===== config.mk =====
export PLATFORM = sky130hd
export DESIGN_NAME = ewfe_divider
export DESIGN_NICKNAME = d
export VERILOG_FILES = /design/src/design/ewfe_pkg.sv /design/src/design/ewfe_divider.sv
export SDC_FILE = /design/constraint.sdc
export NUM_CORES = 1
export LEC_CHECK = 0
export ABC_AREA = 1
export BUFFER_PORTS_ARGS = -buffer_cell sky130_fd_sc_hd__buf_2
export CAP_MARGIN = 20
export CORE_ASPECT_RATIO = 2
export CORE_MARGIN = 2
export CORE_UTILIZATION = 65
export DETAILED_ROUTE_END_ITERATION = 7
export PLACE_DENSITY = 0.94
export SYNTH_ARGS = -nofsm -noshare
export SYNTH_HDL_FRONTEND = slang
export SYNTH_SLANG_ARGS = --single-unit

===== constraint.sdc =====
create_clock -name i_clk -period 24.4 [get_ports i_clk]
set_clock_uncertainty 0.2 [all_clocks]
set_input_delay 7.32 -clock i_clk [delete_from_list [all_inputs] [get_ports i_clk]]
set_output_delay 7.32 -clock i_clk [all_outputs]
set_load 0.02 [all_outputs]

===== src/design/ewfe_pkg.sv =====
// Shared types and constants for the EMG window feature extractor.
package ewfe_pkg;

    // window length, a power of two
    localparam int unsigned WINDOW_LEN = 64;
    localparam int unsigned WIN_LOG2   = $clog2(WINDOW_LEN);
    localparam int unsigned SAMPLE_W  = 8;
    localparam int unsigned MAX_CH    = 8;
    localparam int unsigned FRAME_W   = SAMPLE_W * MAX_CH;
    localparam int unsigned CH_W      = 3;
    localparam int unsigned MEAN_W    = 14;
    localparam int unsigned SD_W      = 15;
    localparam int unsigned PEAK_W    = 8;
    localparam int unsigned ABS_W     = 8;
    localparam int unsigned SQ_W      = 16;
    localparam int unsigned OUT_DATA_W = 40;
    localparam logic [SD_W-1:0] SD_MAX = '1;

    typedef enum logic [3:0] {
        ST_IDLE,
        ST_STORE,
        ST_ADDR,
        ST_ACC,
        ST_STAT,
        ST_DIV,
        ST_SQRT,
        ST_EMIT
    } t_state;

    function automatic logic [ABS_W-1:0] abs_sample(input logic [SAMPLE_W-1:0] b);
        logic [ABS_W-1:0] r;
        r = b[SAMPLE_W-1] ? ABS_W'(-b) : ABS_W'(b);
        return r;
    endfunction

endpackage


===== src/design/ewfe_divider.sv =====
// Divider by the constant 2**SH - 1, folding the high digits into the low ones.
module ewfe_divider import ewfe_pkg::*; #(
    parameter int unsigned NUM_W = 64,
    parameter int unsigned SH    = 6
) (
    input  logic             i_clk,
    input  logic             i_rst_n,
    input  logic             i_start,
    input  logic [NUM_W-1:0] i_num,
    output logic             o_done,
    output logic [NUM_W-1:0] o_quot
);
    localparam logic [NUM_W-1:0] MASK = NUM_W'((64'd1 << SH) - 64'd1);

    logic [NUM_W-1:0] r_q;
    logic [NUM_W-1:0] r_r;
    logic             r_busy;
    logic [NUM_W-1:0] w_hi;
    logic [NUM_W-1:0] w_lo;
    logic             w_big;

    assign w_hi   = r_r >> SH;
    assign w_lo   = r_r & MASK;
    assign w_big  = (w_hi != '0);
    assign o_quot = r_q;
    assign o_done = r_busy && !w_big && (w_lo != MASK);

    always_ff @(posedge i_clk) begin
        if (!i_rst_n) begin
            r_busy <= 1'b0;
        end else if (i_start) begin
            r_busy <= 1'b1;
            r_q    <= '0;
            r_r    <= i_num;
        end else if (r_busy && w_big) begin
            // 2^SH*hi + lo = (2^SH-1)*hi + (hi + lo)
            r_q <= r_q + w_hi;
            r_r <= w_hi + w_lo;
        end else if (r_busy && (w_lo == MASK)) begin
            r_q <= r_q + NUM_W'(1);
            r_r <= '0;
        end else begin
            r_busy <= 1'b0;
        end
    end
endmodule


* Yosys cells after proc, flatten, opt, wreduce, memory -nomap -nowiden *
Index checks and enable logic that the tools add are counted.

storage, ports and cells
  input bits = 67
  word-level logic and storage cells = 27
  register bits after elaboration = 129
  output and inout port bits = 65

cells by class
  $add $sub $neg = 3
  mux-type cells = 8
  equality and inequality tests = 4
  reduce and logical (&&, ||, !) cells = 9

operator list
  kind                                           count
  two-way mux 64 bit                             5
  adder 64 x 1 -> 64 bit, second input constant  1
  adder 64 x 58 -> 64 bit                        1
  nonzero test 64 bit                            1
  adder 58 x 6 -> 59 bit                         1
  equality test 6 bit, second input constant     1
  != test 6 bit, second input constant           1
  logical AND 1 bit                              4
  != test 2 bit, second input constant           2
  AND reduction 2 bit                            2
  two-way mux 1 bit                              3
  nonzero test 3 bit                             1
  logical NOT 1 bit                              1

* Longest topological paths before layout *
  depth after elaboration = 5
  mapped depth = 24
  gate-level depth less buffers = 23

* Worst setup path before layout *
Ideal clock, no wire load.

  kind = input-to-reg
  start point = in i_start
  end point = reg r_q[0] (netlist: o_quot[0]) (enable)
  slack = 6.550 ns
  arrival = 16.838 ns
  required time = 23.388 ns
  path buffers = 1
  stages on the path = 3
  library setup time = 0.812 ns
  path through = inv_1 -> clkbuf_1 -> a21boi_0

between the ends
  cells in the longest elaborated chain, start to end = 2

RTL lines
  what                                  RTL line            text
  from (decl)                           ewfe_divider.sv:8   input logic i_start,
  nonzero test 3 bit (no source line)   --
  AND reduction 2 bit (no source line)  --
  to (signal assigned)                  ewfe_divider.sv:37  r_q <= r_q + w_hi;
  to (signal assigned)                  ewfe_divider.sv:40  r_q <= r_q + NUM_W'(1);
  to (decl)                             ewfe_divider.sv:15  logic [NUM_W-1:0] r_q;

Every way passes these cells.
A chain may end at the register's enable or synchronous reset.

* Worst setup path after layout *
  start point = reg r_r[34]
  end point = out o_done

between the ends
  cells in the longest elaborated chain, start to end = 4

RTL lines
  what                            RTL line            text
  from (decl)                     ewfe_divider.sv:16  logic [NUM_W-1:0] r_r;
  from (signal assigned)          ewfe_divider.sv:34  r_r <= i_num;
  from (signal assigned)          ewfe_divider.sv:38  r_r <= w_hi + w_lo;
  nonzero test 64 bit             ewfe_divider.sv:24  assign w_big = (w_hi != '0);
  logical NOT 1 bit               ewfe_divider.sv:26  assign o_done = r_busy && !w_big && (w_lo != MASK);
  logical AND 1 bit (2 in a row)  ewfe_divider.sv:26
  to (decl)                       ewfe_divider.sv:10  output logic o_done,

Every way passes these cells.

==> impl_metrics.csv <==
group,metric,value,unit
setup_path,required,16.88,ns
sta,tns,0,ns
floorplan,die_w,104,µm
sta,hold_viol,0,
routing,routedLengthMet1,15.9,mm
synth,synth_area_per_cell,5.97,µm²
global_routing,grt_max_degree,81,
placed_design,dp_hpwl,41.6,mm
routing,highest_layer,"met4",
sta,setup_viol,0,
setup_path,cpPeakStageDelay,0.50,ns
synth,synth-main-ff-cell,"edfxtp_1",
floorplan,start_util,66.1,%
power,ir_drop,45.8,µV
power,p_leak,7.93,nW
final_layout,syn_to_final_growth,11.8,%
synth,yosys_warnings,0,
final_layout,instances_no_fill,2596,
sta,max_slew_margin,33.0,%
synth,ys_ff_latch,129,
clocking,postCtsSetupBuffers,0,
routing,drtAntennaViolNets,0,
sta,fin_crit,9.89,ns
floorplan,std_cell_rows,73,
final_layout,nets,2454,
placed_design,port_buffers,131,
global_routing,grt_pass1_wl,80.7,mm
synth,syn_area,13100,µm²
routing,route.met3.wl,4.83,mm
routing,drt-total-wl,53.3,mm
global_routing,grt_use_total,50.7,%
min_path,holdPathStages,3,
synth,syn_inst,2192,
placed_design,place_inst,2563,
floorplan,core_area,19800,µm²
sta,timing.fmax,101,MHz
clocking,cts_tree,"done",
job,cap_violations,0,
setup_path,r2r_cells,22,
synth,ys_async_sr_fraction,0,%
synth,syn-num-nets,2325,
setup_path,cp_data_arrival_time,2.37,ns
clocking,ctsHoldBuffers,0,
routing,viasPerCell,5.86,
power,power_density,52.7,nW/µm²
clocking,clock_latency,0.47,ns
clocking,clock-sinks,129,
clocking,numCtsBuffers,17,
setup_path,path_class,"reg2out",
clocking,htree_levels,4,
sta,post-route-period-util,40.5,%
routing,detail_route.wl_per_cell,20.5,µm
routing,vias,15200,
clocking,cts_root_buffer,"clkbuf_16",
routing,post-route-drc-count,0,
floorplan,dieArea,21400,µm²
clocking,clockBufferDepth,2,
global_routing,antenna_found_initial,0,
sta,rsz0062_at_grt,"false",
synth,synth_edf_count,128,
final_layout,final_common_cell,"nand2_1",
status,outcome,"finished clean",
global_routing,grt_pass1_vias,15000,
sta,tightest_slew,1.00,ns
setup_path,startpoint_type,"flip-flop",
placed_design,gp_congestion,1.15,
final_layout,antennaDiodeCount,0,
routing,firstDrtPassIters,6,
synth,ys_seq_area_share,29.5,%
synth,yosysUniqueCellTypes,41,
setup_path,path_cells,"inv_1, nand4_1, nor2_1, nand2_1, nor2_1, nand2_2, nor3b_1, buf_2",
floorplan,io_pins,132,
sta,slew_viol_final,0,
clocking,cts_resized,0,
routing,met2_length,24.8,mm
floorplan,die_h,205,µm
final_layout,final_cell_mix,"806 x nand2_1, 423 x inv_1, 284 x nor2_1",
min_path,hold_path.class,"reg2reg",
routing,drt_iter0_drc,1664,
setup_path,worst_path_max_delay_cell,"edfxtp_1",
clocking,clkTransAtPathRegs,0.06,ns
setup_path,worstSetupEndpointType,"output pin",
final_layout,drive_above_1_share,8.18,%
setup_path,cpMostUsedCell,"nor2_1",
setup_path,cp_max_fo,5,
global_routing,grt-ovfl-total,0,
kinds of logic after synthesis:
group,synth area share (%)
AND/OR/NAND/NOR,41.5
buffers and inverters,13.2
adder cells (fa/ha/maj),6.42
flip-flops,29.5
XOR/XNOR,1.47
AO/OA/AOI/OAI,7.92
state kept, by name, indices dropped and copies added, names as in the netlist:
| signal | flops |
|---|---|
| r_r | 64 |
| o_quot | 64 |
| r_busy | 1 |
per-layer routing:
layer / track usage [%] / vias up
met5: 0 / -
met4: 60.3 / 0
met3: 14.4 / 423
met2: 83.1 / 1056
met1: 46.0 / 6621
li1: - / 7115
power breakdown:
part / internal [W] / total [W] / leakage (nW) / switching, W
Sequential: 0.000266 / 0.000286 / 1.26 / 0.0000193
Clock: 0.000170 / 0.000282 / 0.294 / 0.000112
Combinational: 0.0000583 / 0.000204 / 6.38 / 0.000146
Total: 0.000494 / 0.000772 / 7.93 / 0.000277
through the flow:
| step | cell area [µm²] | utilization, % | power, W | hold WS (ns) | setup slack [ns] |
|---|---|---|---|---|---|
| CTS | 14600 | 73.7 | 0.000755 | 0.506 | 14.59 |
| finish | 14600 | 73.9 | 0.000772 | 0.505 | 14.51 |
| floorplan | 13100 | - | 0.000416 | 0.338 | 6.55 |
| global placement | 14000 | 70.6 | 0.000475 | 0.458 | 14.45 |
| detailed placement | 14000 | 70.6 | 0.000481 | 0.499 | 14.34 |
| global route | 14600 | 73.9 | 0.000792 | 0.543 | 14.46 |
path summary, 6_finish.rpt:
path                               to  slack [ns]                   from
min reg2reg         r_r[56]$_DFFE_PP_        0.50  r_r[62]$_SDFFCE_PN0P_
max                            o_done       14.51      r_r[34]$_DFFE_PP_
min                 r_r[56]$_DFFE_PP_        0.50  r_r[62]$_SDFFCE_PN0P_
max reg2reg  o_quot[62]$_SDFFCE_PP0P_       19.16      r_r[34]$_DFFE_PP_
layout make-up:
type / count / area (µm²)
clock buffer: 17 / 425
clock inverter: 15 / 191
fill: 1724 / 5180
inverter: 426 / 1600
multi-input combinational: 1611 / 7520
sequential: 129 / 3860
tap: 262 / 328
timing repair buffer: 136 / 713
synth_stat cells, types with 2 or more instances:
master | number | share of area, %
nand4_1 | 41 | 2.0
fa_1 | 2 | 0.31
o21bai_1 | 6 | 0.34
nand3b_1 | 5 | 0.29
o21ai_2 | 3 | 0.20
nor4_1 | 7 | 0.33
nor2_1 | 284 | 8.1
nor3_1 | 27 | 1.0
clkbuf_1 | 14 | 0.40
o21ai_1 | 7 | 0.27
nor3b_1 | 2 | 0.11
o21a_1 | 3 | 0.17
ha_1 | 64 | 6.1
a21oi_1 | 100 | 3.8
xnor2_1 | 4 | 0.27
nand3_1 | 130 | 5.0
buf_4 | 6 | 0.34
inv_2 | 2 | 0.057
inv_1 | 424 | 12
nor2_2 | 3 | 0.14
and3_1 | 2 | 0.096
nand3_2 | 2 | 0.15
and2_1 | 7 | 0.33
edfxtp_1 | 128 | 29
buf_2 | 5 | 0.19
nand2_2 | 4 | 0.19
o21ai_0 | 70 | 2.7
a21boi_0 | 2 | 0.11
nor3_2 | 3 | 0.23
nand2_1 | 807 | 23
xor2_1 | 18 | 1.2
worst max-delay path: cells and delay by family (launching register included):
kind | cells | cell delay (ns)
buf+inv | 2 | 0.49
flops | 1 | 0.50
simple gates | 6 | 0.92
No activity file was read; power rests on OpenSTA's default activity.
