<file path="config.mk">
export PLATFORM = sky130hd
export DESIGN_NAME = ewfe_isqrt
export DESIGN_NICKNAME = d
export VERILOG_FILES = /design/src/design/ewfe_pkg.sv /design/src/design/ewfe_isqrt.sv
export SDC_FILE = /design/constraint.sdc
export NUM_CORES = 1
export LEC_CHECK = 0
export ABC_CLOCK_PERIOD_IN_PS = 6000
export BUFFER_PORTS_ARGS = -buffer_cell sky130_fd_sc_hd__buf_2
export CAP_MARGIN = 30
export CORE_MARGIN = 5
export CORE_UTILIZATION = 55
export DETAILED_ROUTE_END_ITERATION = 8
export PLACE_DENSITY = 0.77
export SLEW_MARGIN = 20
export SYNTH_ARGS = -nofsm -noshare
export SYNTH_HDL_FRONTEND = slang
export SYNTH_SLANG_ARGS = --single-unit
export TNS_END_PERCENT = 30
</file>
<file path="constraint.sdc">
create_clock -name i_clk -period 6 [get_ports i_clk]
set_input_delay 1.2 -clock i_clk [delete_from_list [all_inputs] [get_ports i_clk]]
set_output_delay 1.2 -clock i_clk [all_outputs]
set_load 0.03 [all_outputs]
</file>
<file path="src/design/ewfe_pkg.sv">
// Shared types and constants for the EMG window feature extractor.
package ewfe_pkg;

    // window length, a power of two
    localparam int unsigned WINDOW_LEN = 64;
    localparam int unsigned WIN_LOG2   = $clog2(WINDOW_LEN);
    localparam int unsigned SAMPLE_W  = 8;
    localparam int unsigned MAX_CH    = 8;
    localparam int unsigned FRAME_W   = SAMPLE_W * MAX_CH;
    localparam int unsigned CH_W      = 3;
    localparam int unsigned MEAN_W    = 14;
    localparam int unsigned SD_W      = 15;
    localparam int unsigned PEAK_W    = 8;
    localparam int unsigned ABS_W     = 8;
    localparam int unsigned SQ_W      = 16;
    localparam int unsigned OUT_DATA_W = 40;
    localparam logic [SD_W-1:0] SD_MAX = '1;

    typedef enum logic [3:0] {
        ST_IDLE,
        ST_STORE,
        ST_ADDR,
        ST_ACC,
        ST_STAT,
        ST_DIV,
        ST_SQRT,
        ST_EMIT
    } t_state;

    function automatic logic [ABS_W-1:0] abs_sample(input logic [SAMPLE_W-1:0] b);
        logic [ABS_W-1:0] r;
        r = b[SAMPLE_W-1] ? ABS_W'(-b) : ABS_W'(b);
        return r;
    endfunction

endpackage

</file>
<file path="src/design/ewfe_isqrt.sv">
// Bit-pair integer square root, one result bit per cycle.
module ewfe_isqrt import ewfe_pkg::*; #(
    parameter int unsigned IN_W = 64
) (
    input  logic              i_clk,
    input  logic              i_rst_n,
    input  logic              i_start,
    input  logic [IN_W-1:0]   i_val,
    output logic              o_done,
    output logic [IN_W/2-1:0] o_root
);
    localparam int unsigned RW    = IN_W / 2;
    localparam int unsigned CNT_W = $clog2(RW + 1);

    logic [IN_W-1:0]  r_v;
    logic [RW+1:0]    r_rem;
    logic [RW-1:0]    r_root;
    logic [CNT_W-1:0] r_cnt;
    logic             r_busy;
    logic [RW+1:0]    w_rem;
    logic [RW+1:0]    w_trial;

    assign w_rem   = {r_rem[RW-1:0], r_v[IN_W-1:IN_W-2]};
    assign w_trial = {r_root, 2'b01};
    assign o_root  = r_root;
    assign o_done  = r_busy && (r_cnt == CNT_W'(0));

    always_ff @(posedge i_clk) begin
        if (!i_rst_n) begin
            r_busy <= 1'b0;
            r_cnt  <= '0;
        end else if (i_start) begin
            r_busy <= 1'b1;
            r_cnt  <= CNT_W'(RW);
            r_v    <= i_val;
            r_rem  <= '0;
            r_root <= '0;
        end else if (r_busy && r_cnt != CNT_W'(0)) begin
            r_cnt <= r_cnt - CNT_W'(1);
            r_v   <= {r_v[IN_W-3:0], 2'b00};
            if (w_rem >= w_trial) begin
                r_rem  <= w_rem - w_trial;
                r_root <= {r_root[RW-2:0], 1'b1};
            end else begin
                r_rem  <= w_rem;
                r_root <= {r_root[RW-2:0], 1'b0};
            end
        end else begin
            r_busy <= 1'b0;
        end
    end
endmodule

</file>
# --- Yosys cells after proc, flatten, opt, wreduce, memory -nomap -nowiden ---
# Index checks and enable logic that the tools add are counted.
totals:
  reg_bits: 135
  inputBits: 67
  out_inout_bits: 33
  word_cells: 28
classes:
  addsub: 2
  magnitude_cmp: 1
  eq_ne: 1
  mux: 10
  n_bitwise: 1
  n_reduce_logical: 7
op_table:
  columns: ["operator", "count"]
  rows:
  - ["two-way mux 64 bit", 2]
  - ["two-way mux 32 bit", 3]
  - [">= comparator 34 bit", 1]
  - ["subtractor 32 bit", 1]
  - ["two-way mux 6 bit", 2]
  - ["logical NOT 6 bit", 1]
  - ["nonzero test 6 bit", 1]
  - ["subtractor 6 x 1 -> 6 bit (second input constant)", 1]
  - ["two-way mux 1 bit", 3]
  - ["logical AND 1 bit", 2]
  - ["inequality test 2 bit (second input constant)", 1]
  - ["AND reduction 2 bit", 1]
  - ["nonzero test 2 bit", 1]
  - ["OR reduction 2 bit", 1]
  - ["NOT 1 bit", 1]

# --- Logic depth before layout (Yosys ltp) ---
depth:
  depth_word: 4
  mapped_depth: 12

# --- Worst setup path before layout ---
# Ideal clock, no wire load.
synth_timing:
  kind: "input port to flip-flop"
  startpoint: "input i_start"
  endpoint: "register r_root[0] (netlist: o_root[0]) (enable)"
  setup_ps: 498
  t_arrival_ps: 4611
  t_required_ps: 5502
  path_slack_ps: 891
  path_stages: 3
  cell_sequence: "clkbuf_1 buf_2 o21a_1"
synth_between:
  elab_chain_len: 2
synth_rtl:
  columns: ["item", "line_no", "text"]
  rows:
  - ["from (decl)", "ewfe_isqrt.sv:7", "input logic i_start,"]
  - ["nonzero test 2 bit (no line)", null, null]
  - ["AND reduction 2 bit (no line)", null, null]
  - ["to (signal assigned)", "ewfe_isqrt.sv:43", "r_root <= {r_root[RW-2:0], 1'b1};"]
  - ["to (signal assigned)", "ewfe_isqrt.sv:46", "r_root <= {r_root[RW-2:0], 1'b0};"]
  - ["to (decl)", "ewfe_isqrt.sv:17", "logic [RW-1:0] r_root;"]
# No other way between the ends.
# A chain may end at the register's enable or synchronous reset.

# --- Worst setup path in the final report ---
layout_timing:
  startpoint: "register r_rem[20]"
  endpoint: "register r_rem[12], data pin"
layout_between:
  elab_chain_len: 3
layout_rtl:
  columns: ["item", "line_no", "text"]
  rows:
  - ["from (decl)", "ewfe_isqrt.sv:16", "logic [RW+1:0] r_rem;"]
  - ["from (signal assigned)", "ewfe_isqrt.sv:42", "r_rem <= w_rem - w_trial;"]
  - ["from (signal assigned)", "ewfe_isqrt.sv:45", "r_rem <= w_rem;"]
  - [">= comparator 34 bit", "ewfe_isqrt.sv:41", "if (w_rem >= w_trial) begin"]
  - ["two-way mux 32 bit", "ewfe_isqrt.sv:41", null]
  - ["two-way mux 32 bit", "ewfe_isqrt.sv:38", "end else if (r_busy && r_cnt != CNT_W'(0)) begin"]
# No other way between the ends. The select of a mux whose other input is x is not followed.

==> impl_summary.md <==
Timing
The final count of hold timing violations is 0. Setup repair after global routing left no endpoint under its margin. The time the final worst path needs with I/O delays and setup is 3500 ps. The maximum clock rate is ~290 MHz. In the final timing run, aggregate negative setup slack is 0 ps. For the final database, setup skew stands at about 11 ps.

At the pin with the least slew margin, the transition time is about 940 ps. The final setup violation count is 0. The remaining max-slew budget at the tightest pin is roughly 38%.

The number of pins with negative max-slew slack in the final report is 0. Of the available clock period, the critical path in the final layout requires between 50% and 60%.

Routing
Using the TritonRoute via totals, the vias-per-cell ratio works out to between 5 and 6. For this block, the via count after detailed routing is around 5200. The detail route stage leaves a number of antenna-violating nets equal to 0. The first-pass detailed-route iteration total is 5. After detailed routing, the number of remaining DRC violations is 0. In the final routed layout, each cell accounts on average for 16.6 um. The first routing iteration left roughly 370 violations. The total length of routed wires is around 15 mm.

Yosys
In the synthesized netlist, the cells that appear most often are 128 x sky130_fd_sc_hd__edfxtp_1, 77 x sky130_fd_sc_hd__nor2_1, 62 x sky130_fd_sc_hd__mux2_2. The average footprint of a synthesized cell is around 12 um2. The number of standard cells after synthesis is approximately 650. The post-synthesis cell type with the largest combined area is sky130_fd_sc_hd__edfxtp_1. After synthesis, the cell types taking the most area are sky130_fd_sc_hd__edfxtp_1 51%, sky130_fd_sc_hd__mux2_2 9.3%, sky130_fd_sc_hd__ha_1 6.0%, sky130_fd_sc_hd__nor2_1 3.8%, sky130_fd_sc_hd__a21oi_1 3.0%. The count of unique library cells instantiated by Yosys is between 60 and 70. The number of flops mapped to enable cells by yosys is approximately 130. The share of synthesized registers carrying an async set or reset is 0%. The area share of the leading cell type in the synthesized netlist is between 50% and 60%. The most common cell in the netlist is sky130_fd_sc_hd__edfxtp_1. The count of yosys warnings during synthesis is 0. The fraction of the yosys area taken by sequential cells is 53.1%. The number of nets handed over by synthesis was roughly 750. The most used flip-flop cell after synthesis is sky130_fd_sc_hd__edfxtp_1.

The synthesized netlist occupies a cell area of 7510 um2. The count of state elements after synthesis is between 100 and 150.

CTS
The buffer depth of the longest clock path is 2. The maximum level of the CTS H-tree is 4. The clock-pin slew on the worst setup and hold paths is ~60 ps.

The clock latency on the worst-skew pair is roughly 430 ps. The master cell of the clock root buffer is sky130_fd_sc_hd__clkbuf_16. The TritonCTS buffer count is 17. The buffers inserted during post-CTS setup optimization is 0.

TritonCTS built the clock tree. For this design, the CTS-stage hold fixing added 0 buffers. The total number of clock tree sinks is 135.

The post-CTS resize count is 0.

Floorplan
The floorplan row count is 42. The die outline height is 127 um. The die boundary width is 127 um. The region available for standard cell placement spans between 10000 and 15000 um2. For this configuration, the core starts out at a cell density of 56.5%. The total die area is roughly 16000 um2. The boundary pin count is 100.

Critical path
The cell with the largest stage delay on the worst path is sky130_fd_sc_hd__a21oi_4. STA puts the critical path data required time at 6140 ps. The path depth of the worst reg2reg path is 8. The startpoint of the worst-slack reg-to-reg timing path is r_rem[20]. In this run the critical register-to-register path is captured at r_rem[12].

The maximum single-stage delay on the critical path is roughly 550 ps. For the worst setup path, the data arrival time is 3640 ps. STA classifies the critical path startpoint as a register. The start-to-end type of the worst setup path is register to register. The worst setup path is captured at a register.

The biggest fanout along the worst timing path is 22. The signal on the critical path passes through ha_1 > nand4_1 > or4_1 > o311a_1 > a21oi_4 > buf_4 > mux2i_1 > nor2_1. Across all register-to-register paths, the minimum setup slack is ~2500 ps.

Power
After layout, the design draws a total of roughly 2.7 mW. In this run the static leakage power is approximately 3.4 nW. The worst-case IR drop observed on VDD is roughly 0.00020 V. The power per unit of standard cell area is between 300 and 400 nW/um2.

Final layout
The final cell count without fillers is 929. The finished layout cell area is 8670 um2. For this run, the share of the core covered by cells in the final layout is 65.2%. The fraction of final layout cells sized beyond drive strength 1 is approximately 28%. The net count of the finished layout is 843. The number of diodes is 0. Compared with the post-synthesis result, the final layout area differs by 15.5%.

GRT
Entering global routing, the biggest net connects slightly above 80 pins. The overall routing resource usage is 19.7%. The via count of the first global-routing pass is roughly 5300. The global-route wire length before repair is ~26 mm. The number of antenna violations at the first check in global routing came to 0. Global routing finished with a remaining overflow of 0.

Flow run
The reported max-cap violation count is 0.

Outcome
The run finished with clean final reports.

Hold path
In this run the most critical hold path is launched from r_cnt[1]. The hold-critical path depth is 2. The worst hold path belongs to the class register to register.

The path with the worst hold slack has its endpoint at r_cnt[1].

Placed design
The number of I/O port buffers is roughly 100. The cell total after placement is approximately 900. The cell area after placement is 8110 um2. Detailed placement ended at an HPWL of about 11 mm. The congestion estimate from routability-driven global placement came to roughly 0.91.
-- metal layers --
layer  share of wire [%]  global-route usage [%]  vias up
li1                    -                       -     2548
met1                  44                    25.3     2506
met2                  47                    31.8      166
met3                 6.8                    5.42       25
met4                 2.0                    7.95        0
met5                   0                       0        -
-- worst max-delay path by stage --
stage | from | to | slack (ps) | cells after the start
global placement | i_start | r_rem[12] | 2480 | 3
finish | r_rem[20] | r_rem[12] | 2500 | 8
detailed placement | i_start | r_rem[12] | 2440 | 3
CTS | o_root[20] | r_rem[12] | 2500 | 9
floorplan | i_start | o_root[0] | 890 | 3
global route | o_root[20] | r_rem[10] | 2330 | 9
-- per-stage QoR --
stage	setup slack [ps]	hold WS [ps]
2_1_floorplan	891	484
3_3_place_gp	2480	494
3_5_place_dp	2440	509
4_1_cts	2500	545
5_1_grt	2330	561
6_report	2500	544
-- cell type report --
type                            instances  area [um2]
Fill cell                            1038        4620
Sequential cell                       135        3980
Multi-Input combinational cell        436        3200
Timing Repair Buffer                  103         528
Clock buffer                           19         433
Tap cell                              176         220
Inverter                               47         176
Clock inverter                         13         131
-- cell usage in the layout, fill, tap and decap left out, drive strengths merged, types with 8 or more instances in the layout --
| cell | instances |
|---|---|
| edfxtp | 128 |
| buf | 103 |
| nor2 | 77 |
| mux2 | 62 |
| inv | 48 |
| a21oi | 46 |
| nand2 | 39 |
| ha | 36 |
| o21ai | 32 |
| xnor2 | 21 |
| clkbuf | 19 |
| xor2 | 12 |
| a211oi | 12 |
| mux2i | 11 |
| nand3 | 10 |
| nor3 | 8 |
| o21a | 8 |
| clkinv | 8 |
-- where the power goes --
group	switching [mW]	total (mW)	leakage, nW	internal [mW]
Sequential	0.0267	1.15	1.28	1.12
Clock	0.402	1.01	0.270	0.607
Combinational	0.340	0.563	1.84	0.223
Total	0.769	2.72	3.39	1.95
-- cell families (layout without fill, tap and decap cells) --
kind of cell	count (synthesis)	in the layout	share of synthesized area [%]
multiplexers	73	73	10.8
AO/OA/AOI/OAI	137	137	12.9
adder cells (fa/ha/maj)	36	36	6.00
flip-flops	135	135	53.1
XOR/XNOR	33	33	3.85
AND/OR/NAND/NOR	157	157	9.07
buffers and inverters	77	182	4.40
-- state kept, by name, indices dropped and copies added (netlist names) --
name and flops:
r_busy 1, o_root 32, r_cnt 6, r_v 64
r_rem 32
-- critical path: cells and delay by family (launching register included) --
family | cells | cell delay, ps
adders and majority gates | 1 | 480
buffers and inverters | 1 | 430
and+or+nand+nor | 3 | 770
muxes | 1 | 230
DFF | 1 | 390
AOI/OAI and AO/OA | 2 | 900
(Power assumes the default switching activity.)
